### config.mk
export PLATFORM = sky130hd
export DESIGN_NAME = calendar_date_arithmetic
export DESIGN_NICKNAME = d
export VERILOG_FILES = /design/src/hw/rtl/cda_pkg.sv /design/src/hw/rtl/calendar_date_arithmetic.sv /design/src/hw/rtl/cda_front.sv /design/src/hw/rtl/cda_queue.sv /design/src/hw/rtl/cda_back.sv
export SDC_FILE = /design/constraint.sdc
export NUM_CORES = 2
export LEC_CHECK = 0
export BUFFER_PORTS_ARGS = -buffer_cell sky130_fd_sc_hd__buf_4
export CAP_MARGIN = 10
export CELL_PAD_IN_SITES_DETAIL_PLACEMENT = 1
export CELL_PAD_IN_SITES_GLOBAL_PLACEMENT = 2
export CORE_UTILIZATION = 40
export CTS_CLUSTER_DIAMETER = 200
export DETAILED_ROUTE_END_ITERATION = 6
export PLACE_DENSITY = 0.8
export SYNTH_ARGS = -nofsm -noshare
export SYNTH_HDL_FRONTEND = slang
export SYNTH_SLANG_ARGS = --single-unit
### constraint.sdc
create_clock -name i_clk -period 14.6 [get_ports i_clk]
set_input_delay 2.19 -clock i_clk [delete_from_list [all_inputs] [get_ports i_clk]]
set_output_delay 2.19 -clock i_clk [all_outputs]
set_load 0.02 [all_outputs]
### src/hw/rtl/cda_pkg.sv
// shared types, constants and calendar helper functions for the date unit
// no dependencies
`default_nettype none
package cda_pkg;

    localparam int unsigned EpochYear = 1600;
    localparam int unsigned MinYear   = 1900;
    localparam int unsigned MaxYear   = 2030;
    localparam int unsigned QueueDepth = 2;

    // serial day number, days since 1600-01-01
    localparam int unsigned SerialW = 18;
    // days from epoch to 1900-01-01
    localparam logic [SerialW-1:0] MinSerial = 18'd109573;

    typedef enum logic [1:0] {
        ACT_NEXT = 2'd0,
        ACT_PREV = 2'd1,
        ACT_ADD  = 2'd2,
        ACT_SUB  = 2'd3
    } t_action;

    // classified item handed from front to back
    typedef struct packed {
        logic [SerialW-1:0] serial_first;
        logic [SerialW-1:0] serial_result;
        logic               first_is_earlier;
        logic [15:0]        day_difference;
        logic               first_was_valid;
    } t_item;

    // x / 100 by reciprocal multiplication, exact for 11-bit x
    function automatic logic [4:0] div100(input logic [10:0] x);
        logic [23:0] p;
        begin
            p = 24'(x) * 24'd5243;
            div100 = p[23:19];
        end
    endfunction

    // leap test with y / 100 by reciprocal multiplication, exact for 12-bit y
    function automatic logic is_leap(input logic [11:0] y);
        logic [24:0] p;
        logic [5:0]  q100;
        logic [11:0] r100;
        begin
            p    = 25'(y) * 25'd5243;
            q100 = p[24:19];
            r100 = y - 12'(q100) * 12'd100;
            is_leap = (y[1:0] == 2'b00) && ((r100 != 12'd0) || (q100[1:0] == 2'b00));
        end
    endfunction

    function automatic logic [4:0] days_in_month(input logic [11:0] y, input logic [3:0] m);
        begin
            case (m)
                4'd2:    days_in_month = is_leap(y) ? 5'd29 : 5'd28;
                4'd4, 4'd6, 4'd9, 4'd11: days_in_month = 5'd30;
                default: days_in_month = 5'd31;
            endcase
        end
    endfunction

    // days before month m in year y
    function automatic logic [8:0] days_before(input logic [11:0] y, input logic [3:0] m);
        logic [8:0] t;
        begin
            case (m)
                4'd1:    t = 9'd0;
                4'd2:    t = 9'd31;
                4'd3:    t = 9'd59;
                4'd4:    t = 9'd90;
                4'd5:    t = 9'd120;
                4'd6:    t = 9'd151;
                4'd7:    t = 9'd181;
                4'd8:    t = 9'd212;
                4'd9:    t = 9'd243;
                4'd10:   t = 9'd273;
                4'd11:   t = 9'd304;
                default: t = 9'd334;
            endcase
            days_before = t + ((m > 4'd2 && is_leap(y)) ? 9'd1 : 9'd0);
        end
    endfunction

    // days from epoch to start of year, k = y - epoch
    function automatic logic [SerialW-1:0] year_start(input logic [9:0] k);
        logic [SerialW-1:0] a;
        begin
            a = SerialW'(k) * SerialW'(365);
            year_start = a + SerialW'((11'(k) + 11'd3) >> 2)
                         - SerialW'(div100(11'(k) + 11'd99))
                         + SerialW'(div100(11'(k) + 11'd399) >> 2);
        end
    endfunction

endpackage
`default_nettype wire

### src/hw/rtl/calendar_date_arithmetic.sv
// calendar date unit top level: front end, queue and back end
// depends on cda_pkg, cda_front, cda_queue, cda_back
// the back end converts one item at a time, stepping through years then months
// front end and queue accept following items while the back end works
// reset: synchronous active low, empties the queue and idles both ends
`default_nettype none
module calendar_date_arithmetic #(
    parameter int unsigned QueueDepth = cda_pkg::QueueDepth
) (
    input  wire  logic        i_clk,
    input  wire  logic        i_rst_n,
    input  wire  logic        i_valid,
    output logic              o_ready,
    input  wire  logic [1:0]  i_action,
    input  wire  logic [11:0] i_year,
    input  wire  logic [3:0]  i_month,
    input  wire  logic [4:0]  i_day,
    input  wire  logic [15:0] i_amount,
    input  wire  logic [11:0] i_other_year,
    input  wire  logic [3:0]  i_other_month,
    input  wire  logic [4:0]  i_other_day,
    output logic              o_valid,
    input  wire  logic        i_ready,
    output logic [11:0]       o_result_year,
    output logic [3:0]        o_result_month,
    output logic [4:0]        o_result_day,
    output logic              o_first_is_earlier,
    output logic [15:0]       o_day_difference,
    output logic              o_first_was_valid
);
    cda_pkg::t_item f_item, q_item;
    logic f_valid, f_ready, q_valid, q_ready;

    cda_front u_front (
        .i_clk, .i_rst_n, .i_valid, .o_ready,
        .i_action, .i_year, .i_month, .i_day, .i_amount,
        .i_other_year, .i_other_month, .i_other_day,
        .o_item_valid(f_valid), .i_item_ready(f_ready), .o_item(f_item)
    );

    cda_queue #(.Depth(QueueDepth)) u_queue (
        .i_clk, .i_rst_n,
        .i_valid(f_valid), .o_ready(f_ready), .i_data(f_item),
        .o_valid(q_valid), .i_ready(q_ready), .o_data(q_item)
    );

    cda_back u_back (
        .i_clk, .i_rst_n,
        .i_valid(q_valid), .o_ready(q_ready), .i_item(q_item),
        .o_valid, .i_ready,
        .o_result_year, .o_result_month, .o_result_day,
        .o_first_is_earlier, .o_day_difference, .o_first_was_valid
    );
endmodule
`default_nettype wire

### src/hw/rtl/cda_front.sv
// front end: validates both dates, converts to serial days, applies the action
// depends on cda_pkg
`default_nettype none
module cda_front (
    input  wire  logic        i_clk,
    input  wire  logic        i_rst_n,
    input  wire  logic        i_valid,
    output logic              o_ready,
    input  wire  logic [1:0]  i_action,
    input  wire  logic [11:0] i_year,
    input  wire  logic [3:0]  i_month,
    input  wire  logic [4:0]  i_day,
    input  wire  logic [15:0] i_amount,
    input  wire  logic [11:0] i_other_year,
    input  wire  logic [3:0]  i_other_month,
    input  wire  logic [4:0]  i_other_day,
    output logic              o_item_valid,
    input  wire  logic        i_item_ready,
    output cda_pkg::t_item    o_item
);
    localparam int unsigned W = cda_pkg::SerialW;

    logic          ok1, ok2;
    logic [W-1:0]  s1, s2, sr;
    logic [W-1:0]  r_s1, r_s2, n_s1, n_s2;
    logic [15:0]   r_amt;
    logic [1:0]    r_act;
    logic          r_ok1, r_busy;

    function automatic logic date_ok(input logic [11:0] y, input logic [3:0] m,
                                     input logic [4:0] d);
        begin
            date_ok = (y >= 12'(cda_pkg::MinYear)) && (y <= 12'(cda_pkg::MaxYear))
                      && (m >= 4'd1) && (m <= 4'd12) && (d >= 5'd1)
                      && (d <= cda_pkg::days_in_month(y, m));
        end
    endfunction

    function automatic logic [W-1:0] to_serial(input logic [11:0] y, input logic [3:0] m,
                                               input logic [4:0] d);
        begin
            to_serial = cda_pkg::year_start(10'(y - 12'(cda_pkg::EpochYear)))
                        + W'(cda_pkg::days_before(y, m)) + W'(d) - W'(1);
        end
    endfunction

    // stage 1: validation and serial conversion
    always_comb begin
        ok1  = date_ok(i_year, i_month, i_day);
        ok2  = date_ok(i_other_year, i_other_month, i_other_day);
        n_s1 = ok1 ? to_serial(i_year, i_month, i_day) : cda_pkg::MinSerial;
        n_s2 = ok2 ? to_serial(i_other_year, i_other_month, i_other_day)
                   : cda_pkg::MinSerial;
    end

    assign o_ready = !r_busy;

    always_ff @(posedge i_clk) begin
        if (!i_rst_n) begin
            r_busy <= 1'b0;
        end else if (i_valid && o_ready) begin
            r_busy <= 1'b1;
        end else if (i_item_ready) begin
            r_busy <= 1'b0;
        end
        if (i_valid && o_ready) begin
            r_s1  <= n_s1;
            r_s2  <= n_s2;
            r_amt <= i_amount;
            r_act <= i_action;
            r_ok1 <= ok1;
        end
    end

    // stage 2: action and compare
    always_comb begin
        s1 = r_s1;
        s2 = r_s2;
        case (cda_pkg::t_action'(r_act))
            cda_pkg::ACT_NEXT: sr = s1 + W'(1);
            cda_pkg::ACT_PREV: sr = s1 - W'(1);
            cda_pkg::ACT_ADD:  sr = s1 + W'(r_amt);
            default:           sr = s1 - W'(r_amt);
        endcase
    end

    assign o_item_valid            = r_busy;
    assign o_item.serial_first     = s1;
    assign o_item.serial_result    = sr;
    assign o_item.first_is_earlier = s1 < s2;
    assign o_item.day_difference   = (s1 > s2) ? 16'(s1 - s2) : 16'(s2 - s1);
    assign o_item.first_was_valid  = r_ok1;
endmodule
`default_nettype wire

### src/hw/rtl/cda_queue.sv
// small fifo between front and back
// depends on cda_pkg
`default_nettype none
module cda_queue #(
    parameter int unsigned Depth = cda_pkg::QueueDepth
) (
    input  wire  logic     i_clk,
    input  wire  logic     i_rst_n,
    input  wire  logic     i_valid,
    output logic           o_ready,
    input  cda_pkg::t_item i_data,
    output logic           o_valid,
    input  wire  logic     i_ready,
    output cda_pkg::t_item o_data
);
    localparam int unsigned AW = (Depth > 1) ? $clog2(Depth) : 1;

    cda_pkg::t_item r_mem [Depth];
    logic [AW-1:0]  r_wp, r_rp;
    logic [AW:0]    r_cnt;
    logic           push, pop;

    assign o_ready = r_cnt != (AW+1)'(Depth);
    assign o_valid = r_cnt != '0;
    assign push    = i_valid && o_ready;
    assign pop     = o_valid && i_ready;
    assign o_data  = r_mem[r_rp];

    // pointers and fill count
    always_ff @(posedge i_clk) begin
        if (!i_rst_n) begin
            r_wp  <= '0;
            r_rp  <= '0;
            r_cnt <= '0;
        end else begin
            if (push) r_wp <= (r_wp == AW'(Depth - 1)) ? '0 : r_wp + AW'(1);
            if (pop)  r_rp <= (r_rp == AW'(Depth - 1)) ? '0 : r_rp + AW'(1);
            r_cnt <= r_cnt + (AW+1)'(push) - (AW+1)'(pop);
        end
        if (push) r_mem[r_wp] <= i_data;
    end

    a_no_overflow: assert property (@(posedge i_clk) disable iff (!i_rst_n)
        r_cnt <= (AW+1)'(Depth)) else $error("queue count overflow");
    a_push_grows: assert property (@(posedge i_clk) disable iff (!i_rst_n)
        push && !pop |=> r_cnt == $past(r_cnt) + (AW+1)'(1)) else $error("bad push count");
    a_pop_shrinks: assert property (@(posedge i_clk) disable iff (!i_rst_n)
        pop && !push |=> r_cnt == $past(r_cnt) - (AW+1)'(1)) else $error("bad pop count");
endmodule
`default_nettype wire

### src/hw/rtl/cda_back.sv
// back end: converts the result serial day back to a calendar date
// iterates over years then months; depends on cda_pkg
`default_nettype none
module cda_back (
    input  wire  logic        i_clk,
    input  wire  logic        i_rst_n,
    input  wire  logic        i_valid,
    output logic              o_ready,
    input  cda_pkg::t_item    i_item,
    output logic              o_valid,
    input  wire  logic        i_ready,
    output logic [11:0]       o_result_year,
    output logic [3:0]        o_result_month,
    output logic [4:0]        o_result_day,
    output logic              o_first_is_earlier,
    output logic [15:0]       o_day_difference,
    output logic              o_first_was_valid
);
    localparam int unsigned W = cda_pkg::SerialW;

    typedef enum logic [1:0] {ST_IDLE, ST_YEAR, ST_MONTH, ST_DONE} t_state;

    t_state       r_state;
    logic [9:0]   r_k;
    logic [W-1:0] r_rem;
    logic [3:0]   r_m;
    logic [11:0]  yy;
    logic [W-1:0] ys_next;
    logic [4:0]   mlen;

    assign yy      = 12'(cda_pkg::EpochYear) + 12'(r_k);
    assign ys_next = cda_pkg::year_start(r_k + 10'd1);
    assign mlen    = cda_pkg::days_in_month(yy, r_m);
    assign o_ready = r_state == ST_IDLE;
    assign o_valid = r_state == ST_DONE;

    // year search starts at the epoch year, month search at january
    always_ff @(posedge i_clk) begin
        if (!i_rst_n) begin
            r_state <= ST_IDLE;
        end else begin
            case (r_state)
                ST_IDLE: begin
                    if (i_valid) begin
                        r_k   <= 10'd0;
                        r_rem <= i_item.serial_result;
                        r_m   <= 4'd1;
                        o_first_is_earlier <= i_item.first_is_earlier;
                        o_day_difference   <= i_item.day_difference;
                        o_first_was_valid  <= i_item.first_was_valid;
                        r_state <= ST_YEAR;
                    end
                end
                ST_YEAR: begin
                    // step a year at a time; r_rem stays the absolute serial
                    if (ys_next <= r_rem) begin
                        r_k <= r_k + 10'd1;
                    end else begin
                        r_rem   <= r_rem - cda_pkg::year_start(r_k);
                        r_state <= ST_MONTH;
                    end
                end
                ST_MONTH: begin
                    if (r_m < 4'd12 && r_rem >= W'(mlen)) begin
                        r_rem <= r_rem - W'(mlen);
                        r_m   <= r_m + 4'd1;
                    end else begin
                        o_result_year  <= yy;
                        o_result_month <= r_m;
                        o_result_day   <= 5'(r_rem) + 5'd1;
                        r_state        <= ST_DONE;
                    end
                end
                ST_DONE: begin
                    if (i_ready) r_state <= ST_IDLE;
                end
                default: r_state <= ST_IDLE;
            endcase
        end
    end

    a_month_range: assert property (@(posedge i_clk) disable iff (!i_rst_n)
        o_valid |-> (o_result_month >= 4'd1 && o_result_month <= 4'd12))
        else $error("month out of range");
    a_day_nonzero: assert property (@(posedge i_clk) disable iff (!i_rst_n)
        o_valid |-> o_result_day != 5'd0) else $error("zero day");
    a_hold: assert property (@(posedge i_clk) disable iff (!i_rst_n)
        o_valid && !i_ready |=> o_valid && $stable(o_result_year))
        else $error("result dropped");
endmodule
`default_nettype wire
# Yosys cells after proc, flatten, opt, wreduce, memory -nomap -nowiden
# Memory sizes are Yosys's and may differ from the RTL's. A register that Yosys moved wholly into a read port is not among the register bits.
# Cells that the tools add are included.
# Widths: inputs -> output; s select.
# word_totals
latch_bits	0
inputBits	64
rom_bits	288
ram_bits	108
output_inout_bits	41
reg_bits	133
mem_count	3
word_cells	221
# op_classes
n_addsub	53
shifts	0
n_eq_ne	27
muxes	33
bitwise	1
magnitude_cmp	19
div_mod_pow	0
n_reduce_logical	48
multipliers	18
# mem_list
name	words	width	rd	rd_clocked_by_memory_dff	write_ports	line_no	text
(no name shown)	16	9	1	0	0	cda_pkg.sv:68	case (m)
(no name shown)	16	9	1	0	0	cda_pkg.sv:68	
u_queue.r_mem	2	54	1	1	1	cda_queue.sv:18	cda_pkg::t_item r_mem [Depth];
# op_table
op	count
$mul 11x13->24 const B	8
$pmux 18 s3	2
$add 18x16->18	5
$sub 18x5->18	5
$mul 12x13->25 const B	3
$add 18x3->18	4
$mul 10x9->18 const B	4
$mux 18	3
$sub 18x1->18 const B	3
$add 10x2->11 const B	4
$add 10x7->11 const B	4
$add 10x9->11 const B	4
$add 18x5->18	2
$add 18x9->18	2
$reduce_bool 12->1	3
$sub 12x12->12	3
$sub 16x16->16	2
$mul 6x5->10 const B	3
$pmux 5 s2	3
$eq 4x3->1 const B	6
$eq 4x4->1 const B	6
$ge 12x11->1 const B	2
$le 12x11->1 const B	2
$mux 10	2
45 further kinds	114

# Longest topological paths before layout
# logic_depth
depth_word	13
depth_mapped	61
ltp_nobuf	60

# Modules after synthesis
# Synthesis repeated with hierarchy kept, for this count alone.
# hier_totals
hier_cells	5610
area_unflattened_um2	55809.8
# modules_own_cells
mod	area_per_inst_um2	instances	seq_area_each_um2	cells_per_inst
cda_front	28524.9	1	1671.6	3047
cda_back	23107.2	1	2172.1	2366
cda_queue	4177.8	1	3343.2	197

# Worst setup path before layout
# Ideal clock, no wire load.
# synth_timing
path_type	input -> register
from	input i_other_year[6]
to	register u_front.r_s2[17] (data pin)
setup_ns	0.270
t_required_ns	14.330
path_buffers	1
stages	57
slack_ns	-0.236
arrival_time_ns	14.565
path_cell_list	clkbuf_1 inv_1 fa_1 fa_1 fa_1 inv_1 fa_1 inv_1 fa_1 inv_1 ha_1 o21ai_0 a211oi_1 o31ai_1 a311oi_1 nor3_1 o21bai_1 xor2_1 (+21 left out) fa_1 inv_1 ha_1 inv_1 fa_1 inv_1 fa_1 inv_1 fa_1 inv_1 ha_1 a2111oi_1 o21ai_0 a221oi_1 a21oi_1 nand3_1 a21o_1 a21oi_1
# synth_via
elab_chain_cells	12
word_cells_on_any_way	33
cone_classes	add/sub (12); mul (5); order compare (3); mux (3); reduce/logical (10)
# synth_lines
item	line_no	text
from (decl)	calendar_date_arithmetic.sv:19	input wire logic [11:0] i_other_year,
$mul 12x13->25	cda_pkg.sv:47	p = 25'(y) * 25'd5243;
$mul 6x5->10	cda_pkg.sv:49	r100 = y - 12'(q100) * 12'd100;
$sub 12x12->12	cda_pkg.sv:49	
$reduce_bool 12->1	cda_pkg.sv:50	is_leap = (y[1:0] == 2'b00) && ((r100 != 12'd0) || (q100[1:0] == 2'b00));
$logic_or 1x1->1	cda_pkg.sv:50	
$logic_and 1x1->1	cda_pkg.sv:50	
$logic_and 1x1->1	cda_pkg.sv:82	days_before = t + ((m > 4'd2 && is_leap(y)) ? 9'd1 : 9'd0);
$mux 1	cda_pkg.sv:82	
$add 9x9->9	cda_pkg.sv:82	
$add 18x9->18	cda_front.sv:43	+ W'(cda_pkg::days_before(y, m)) + W'(d) - W'(1);
$add 18x5->18	cda_front.sv:43	
$sub 18x1->18	cda_front.sv:43	
to (signal assigned)	cda_front.sv:68	r_s2 <= n_s2;
to (decl)	cda_front.sv:25	logic [W-1:0] r_s1, r_s2, n_s1, n_s2;
# Parallel ways exist; a longest one is shown, timed or not.
# A chain may end at the register's enable or synchronous reset.

# Worst setup path after layout
# layout_timing
from	input i_other_year[6]
to	register u_front.r_s2[16] (data pin)
# The elaborated chain is that of the path after synthesis.

==> metrics.cfg <==
[critical_path]
crit_path_end_kind = flop
setup.worst_path.class = in -> reg
path_max_fanout = 3
required_ns = 14.89
cp.arrival_ns = 14.55
cp_slowest_cell = fa_2
critPathMostFrequentCell = ha_1
startpoint_type = input port
max_stage_delay_ns = 0.62

[sta]
period_share_pct = 97.7
finalHoldViolCount = 0
period_needed_ns = 14.27
worstMarginPinSlew_ns = 1.14
relSlewSlack_pct = 24.0
final-setup-viol-count = 0
skew_ns = 0.0162
slew_viol_final = 0
clock.fmax_ghz = 0.0701

[floorplanning]
core-area_um2 = 134000
dieArea_um2 = 136000
rows = 134
die_h_um = 369
die_width_um = 369
num_io_pins = 105
initial_utilization_pct = 40.4

[synth]
synth_fp_nets = 7597
avgSynthCellArea_um2 = 9.86
syn_inst = 5473
synth_top_area_share_pct = 31.7
netlist.top_cell.by_area = ha_1
synth.area.top_cells = ha_1 32%, fa_1 26%, edfxtp_1 11%, inv_1 9.4%, xnor2_1 3.9%
synthesis.area_um2 = 54000
synth_cell_types = 87
synthFlopType = edfxtp_1
ys.warnings.count = 0
async_reset_ff_share_pct = 0
synth-edff-count = 198
ys_seq_area_share_pct = 11.3
synth_seq_cells = 206

[placed_design]
dp.cells = 7556
place.detailed.hpwl_mm = 126
io_buffers = 104
gp_congestion = 0.886

[routing]
drt_iter0_markers = 1355
viasPerCell = 5.07
num_vias = 38600
wirelength_mm = 143
drt-pass1-iter-count = 7
drc = 3
ant_nets = 0
wire_per_inst_um = 18.8

[cts]
clk_pin_slew_ns = 0.06
cts_tree = yes
cts-root-buf = clkbuf_16
clock-sinks = 206
htree_levels = 1
numCtsBuffers = 21
clkLatencyLatePin_ns = 0.54
clk_path_buf_depth = 3

[job]
drv_cap = 0

[global_routing]
grt_usage_pct = 21.2
grt_max_degree = 56
antenna_found_initial = 4
overflow = 0
grt_use_met1_pct = 28.3
grt_pass1_wl_mm = 230
grtUsageMet3_pct = 1.41
grt_pass1_vias = 42800
grt_busiest_layer = met2
grtUsageMet2_pct = 38.1

[hold_path]
min_path_type = reg -> reg

[layout]
layoutNonFillerInstCount = 7604
final_cell_mix = 1,343 x inv_1, 1,337 x ha_1, 687 x fa_1, 369 x buf_4, 235 x xnor2_1
area_growth_pct = 11.6
layout_commonest_cell = inv_1
drive_above_1_share_pct = 9.89
fin_nets = 7943

[outcome]
failed_checks = design-rule violations
status = finished, violations left

[synth_stat cells, types with 6 or more instances]
| cell | instances |
|---|---|
| xor2_1 | 105 |
| o211ai_1 | 13 |
| o21bai_1 | 20 |
| mux2i_1 | 32 |
| nand2_1 | 180 |
| a22oi_1 | 13 |
| nor3_1 | 56 |
| a31oi_1 | 25 |
| nand4b_1 | 6 |
| nor4_1 | 12 |
| o21ai_0 | 127 |
| and2_1 | 15 |
| inv_1 | 1347 |
| a21oi_1 | 213 |
| a211oi_1 | 37 |
| nor2_1 | 184 |
| mux2_2 | 20 |
| ha_1 | 1367 |
| nand4_1 | 30 |
| xnor2_1 | 242 |
| clkbuf_1 | 39 |
| and4_1 | 6 |
| a21boi_0 | 12 |
| a211o_1 | 12 |
| fa_1 | 693 |
| a21o_1 | 81 |
| o21a_1 | 27 |
| or3_1 | 12 |
| nand2b_1 | 35 |
| a31o_2 | 7 |
| nand3_1 | 71 |
| a2111oi_0 | 7 |
| o2111ai_1 | 9 |
| or2_2 | 22 |
| edfxtp_1 | 198 |
| o31ai_1 | 14 |
| nor2b_1 | 40 |
| and3_1 | 19 |
| dfxtp_1 | 8 |
| o21ai_1 | 14 |
[per-stage QoR]
stage	instance area (um2)	setup TNS, ns	setup WS, ns	util, %	hold slack (ns)
global route	60200	-1.52	-0.235	45.1	0.558
global placement	58800	-9.52	-0.776	44.0	0.495
finish	60200	0	0.333	45.1	0.530
floorplan	54000	0	0.0167	-	0.421
CTS	59600	0	0.00621	44.6	0.529
detailed placement	58800	-14.87	-1.05	44.0	0.511
[worst paths after layout]
kind,endpoint,startpoint,slack [ns],depth (start not counted)
max reg2reg,u_back.r_rem[14],u_back.r_k[3],1.11,47
max,u_front.r_s2[16],i_other_year[6],0.33,56
min reg2reg,u_queue.r_rp,u_queue.r_rp,0.53,2
min,u_queue.r_rp,u_queue.r_rp,0.53,2
[layout make-up]
type / count / area (um2)
fillers: 15100 / 73400
multi-input cells: 3869 / 43300
flip-flops and latches: 206 / 6110
inverters: 1351 / 5070
repair buffers: 370 / 2790
well taps: 1768 / 2210
clock buffers: 23 / 543
clock inverters: 14 / 185
diodes: 3 / 7.51
[layer usage]
layer	wire, um	up-vias	share of wire [%]
li1	-	18600	-
met1	64800	19500	45
met3	3130	133	2.2
met2	72200	344	51
met4	2450	0	1.7
met5	0	-	0
[sequential cells by signal, indices dropped and copies added (netlist names), named ones only]
register and flops:
u_queue.r_mem 72, u_back.r_rem 18, u_back.o_result_month 4, u_back.r_state 2
u_back.o_day_difference 16, u_queue.r_wp 1, u_back.o_first_was_valid 1, u_back.o_first_is_earlier 1
u_queue.r_cnt 2, u_front.r_amt 16, u_front.o_item_valid 1, u_queue.r_rp 1
u_back.r_k 10, u_front.r_act 2, u_front.r_s1 18, u_back.o_result_day 5
u_front.r_ok1 1, u_front.r_s2 18, u_back.o_result_year 12, u_back.r_m 4
[kinds of logic (layout without fill, tap and decap cells)]
logic type                 count (synthesis)  count (layout)  share of synthesized area [%]
and+or+nand+nor                          712             712                           6.41
AOI/OAI and AO/OA                        695             695                           8.43
buffers and inverters                   1398            1758                           9.74
xor gates and xnor gates                 348             348                           5.66
muxes                                     54              54                           1.05
DFF                                      206             206                           11.3
adders and majority gates               2060            2060                           57.4
other                                      0               3                              0
[what timing repair did]
| action | 4_1_cts | 5_1_grt |
|---|---|---|
| hold buffers | 0 | 0 |
| pin swaps | 20 | 80 |
| setup endpoints to repair | 18 | 24 |
| buffers inserted | 1 | 7 |
| gates resized for setup | 30 | 98 |
[critical path, delay by kind of cell]
kind,cells,cell delay [ns]
AOI/OAI and AO/OA,14,2.53
xor gates and xnor gates,3,0.57
adders and majority gates,19,7.28
buffers and inverters,11,0.86
and+or+nand+nor,9,1.13
Power is not shown: default switching activity piles up to over one toggle a cycle in this logic, so the estimate is an artifact.
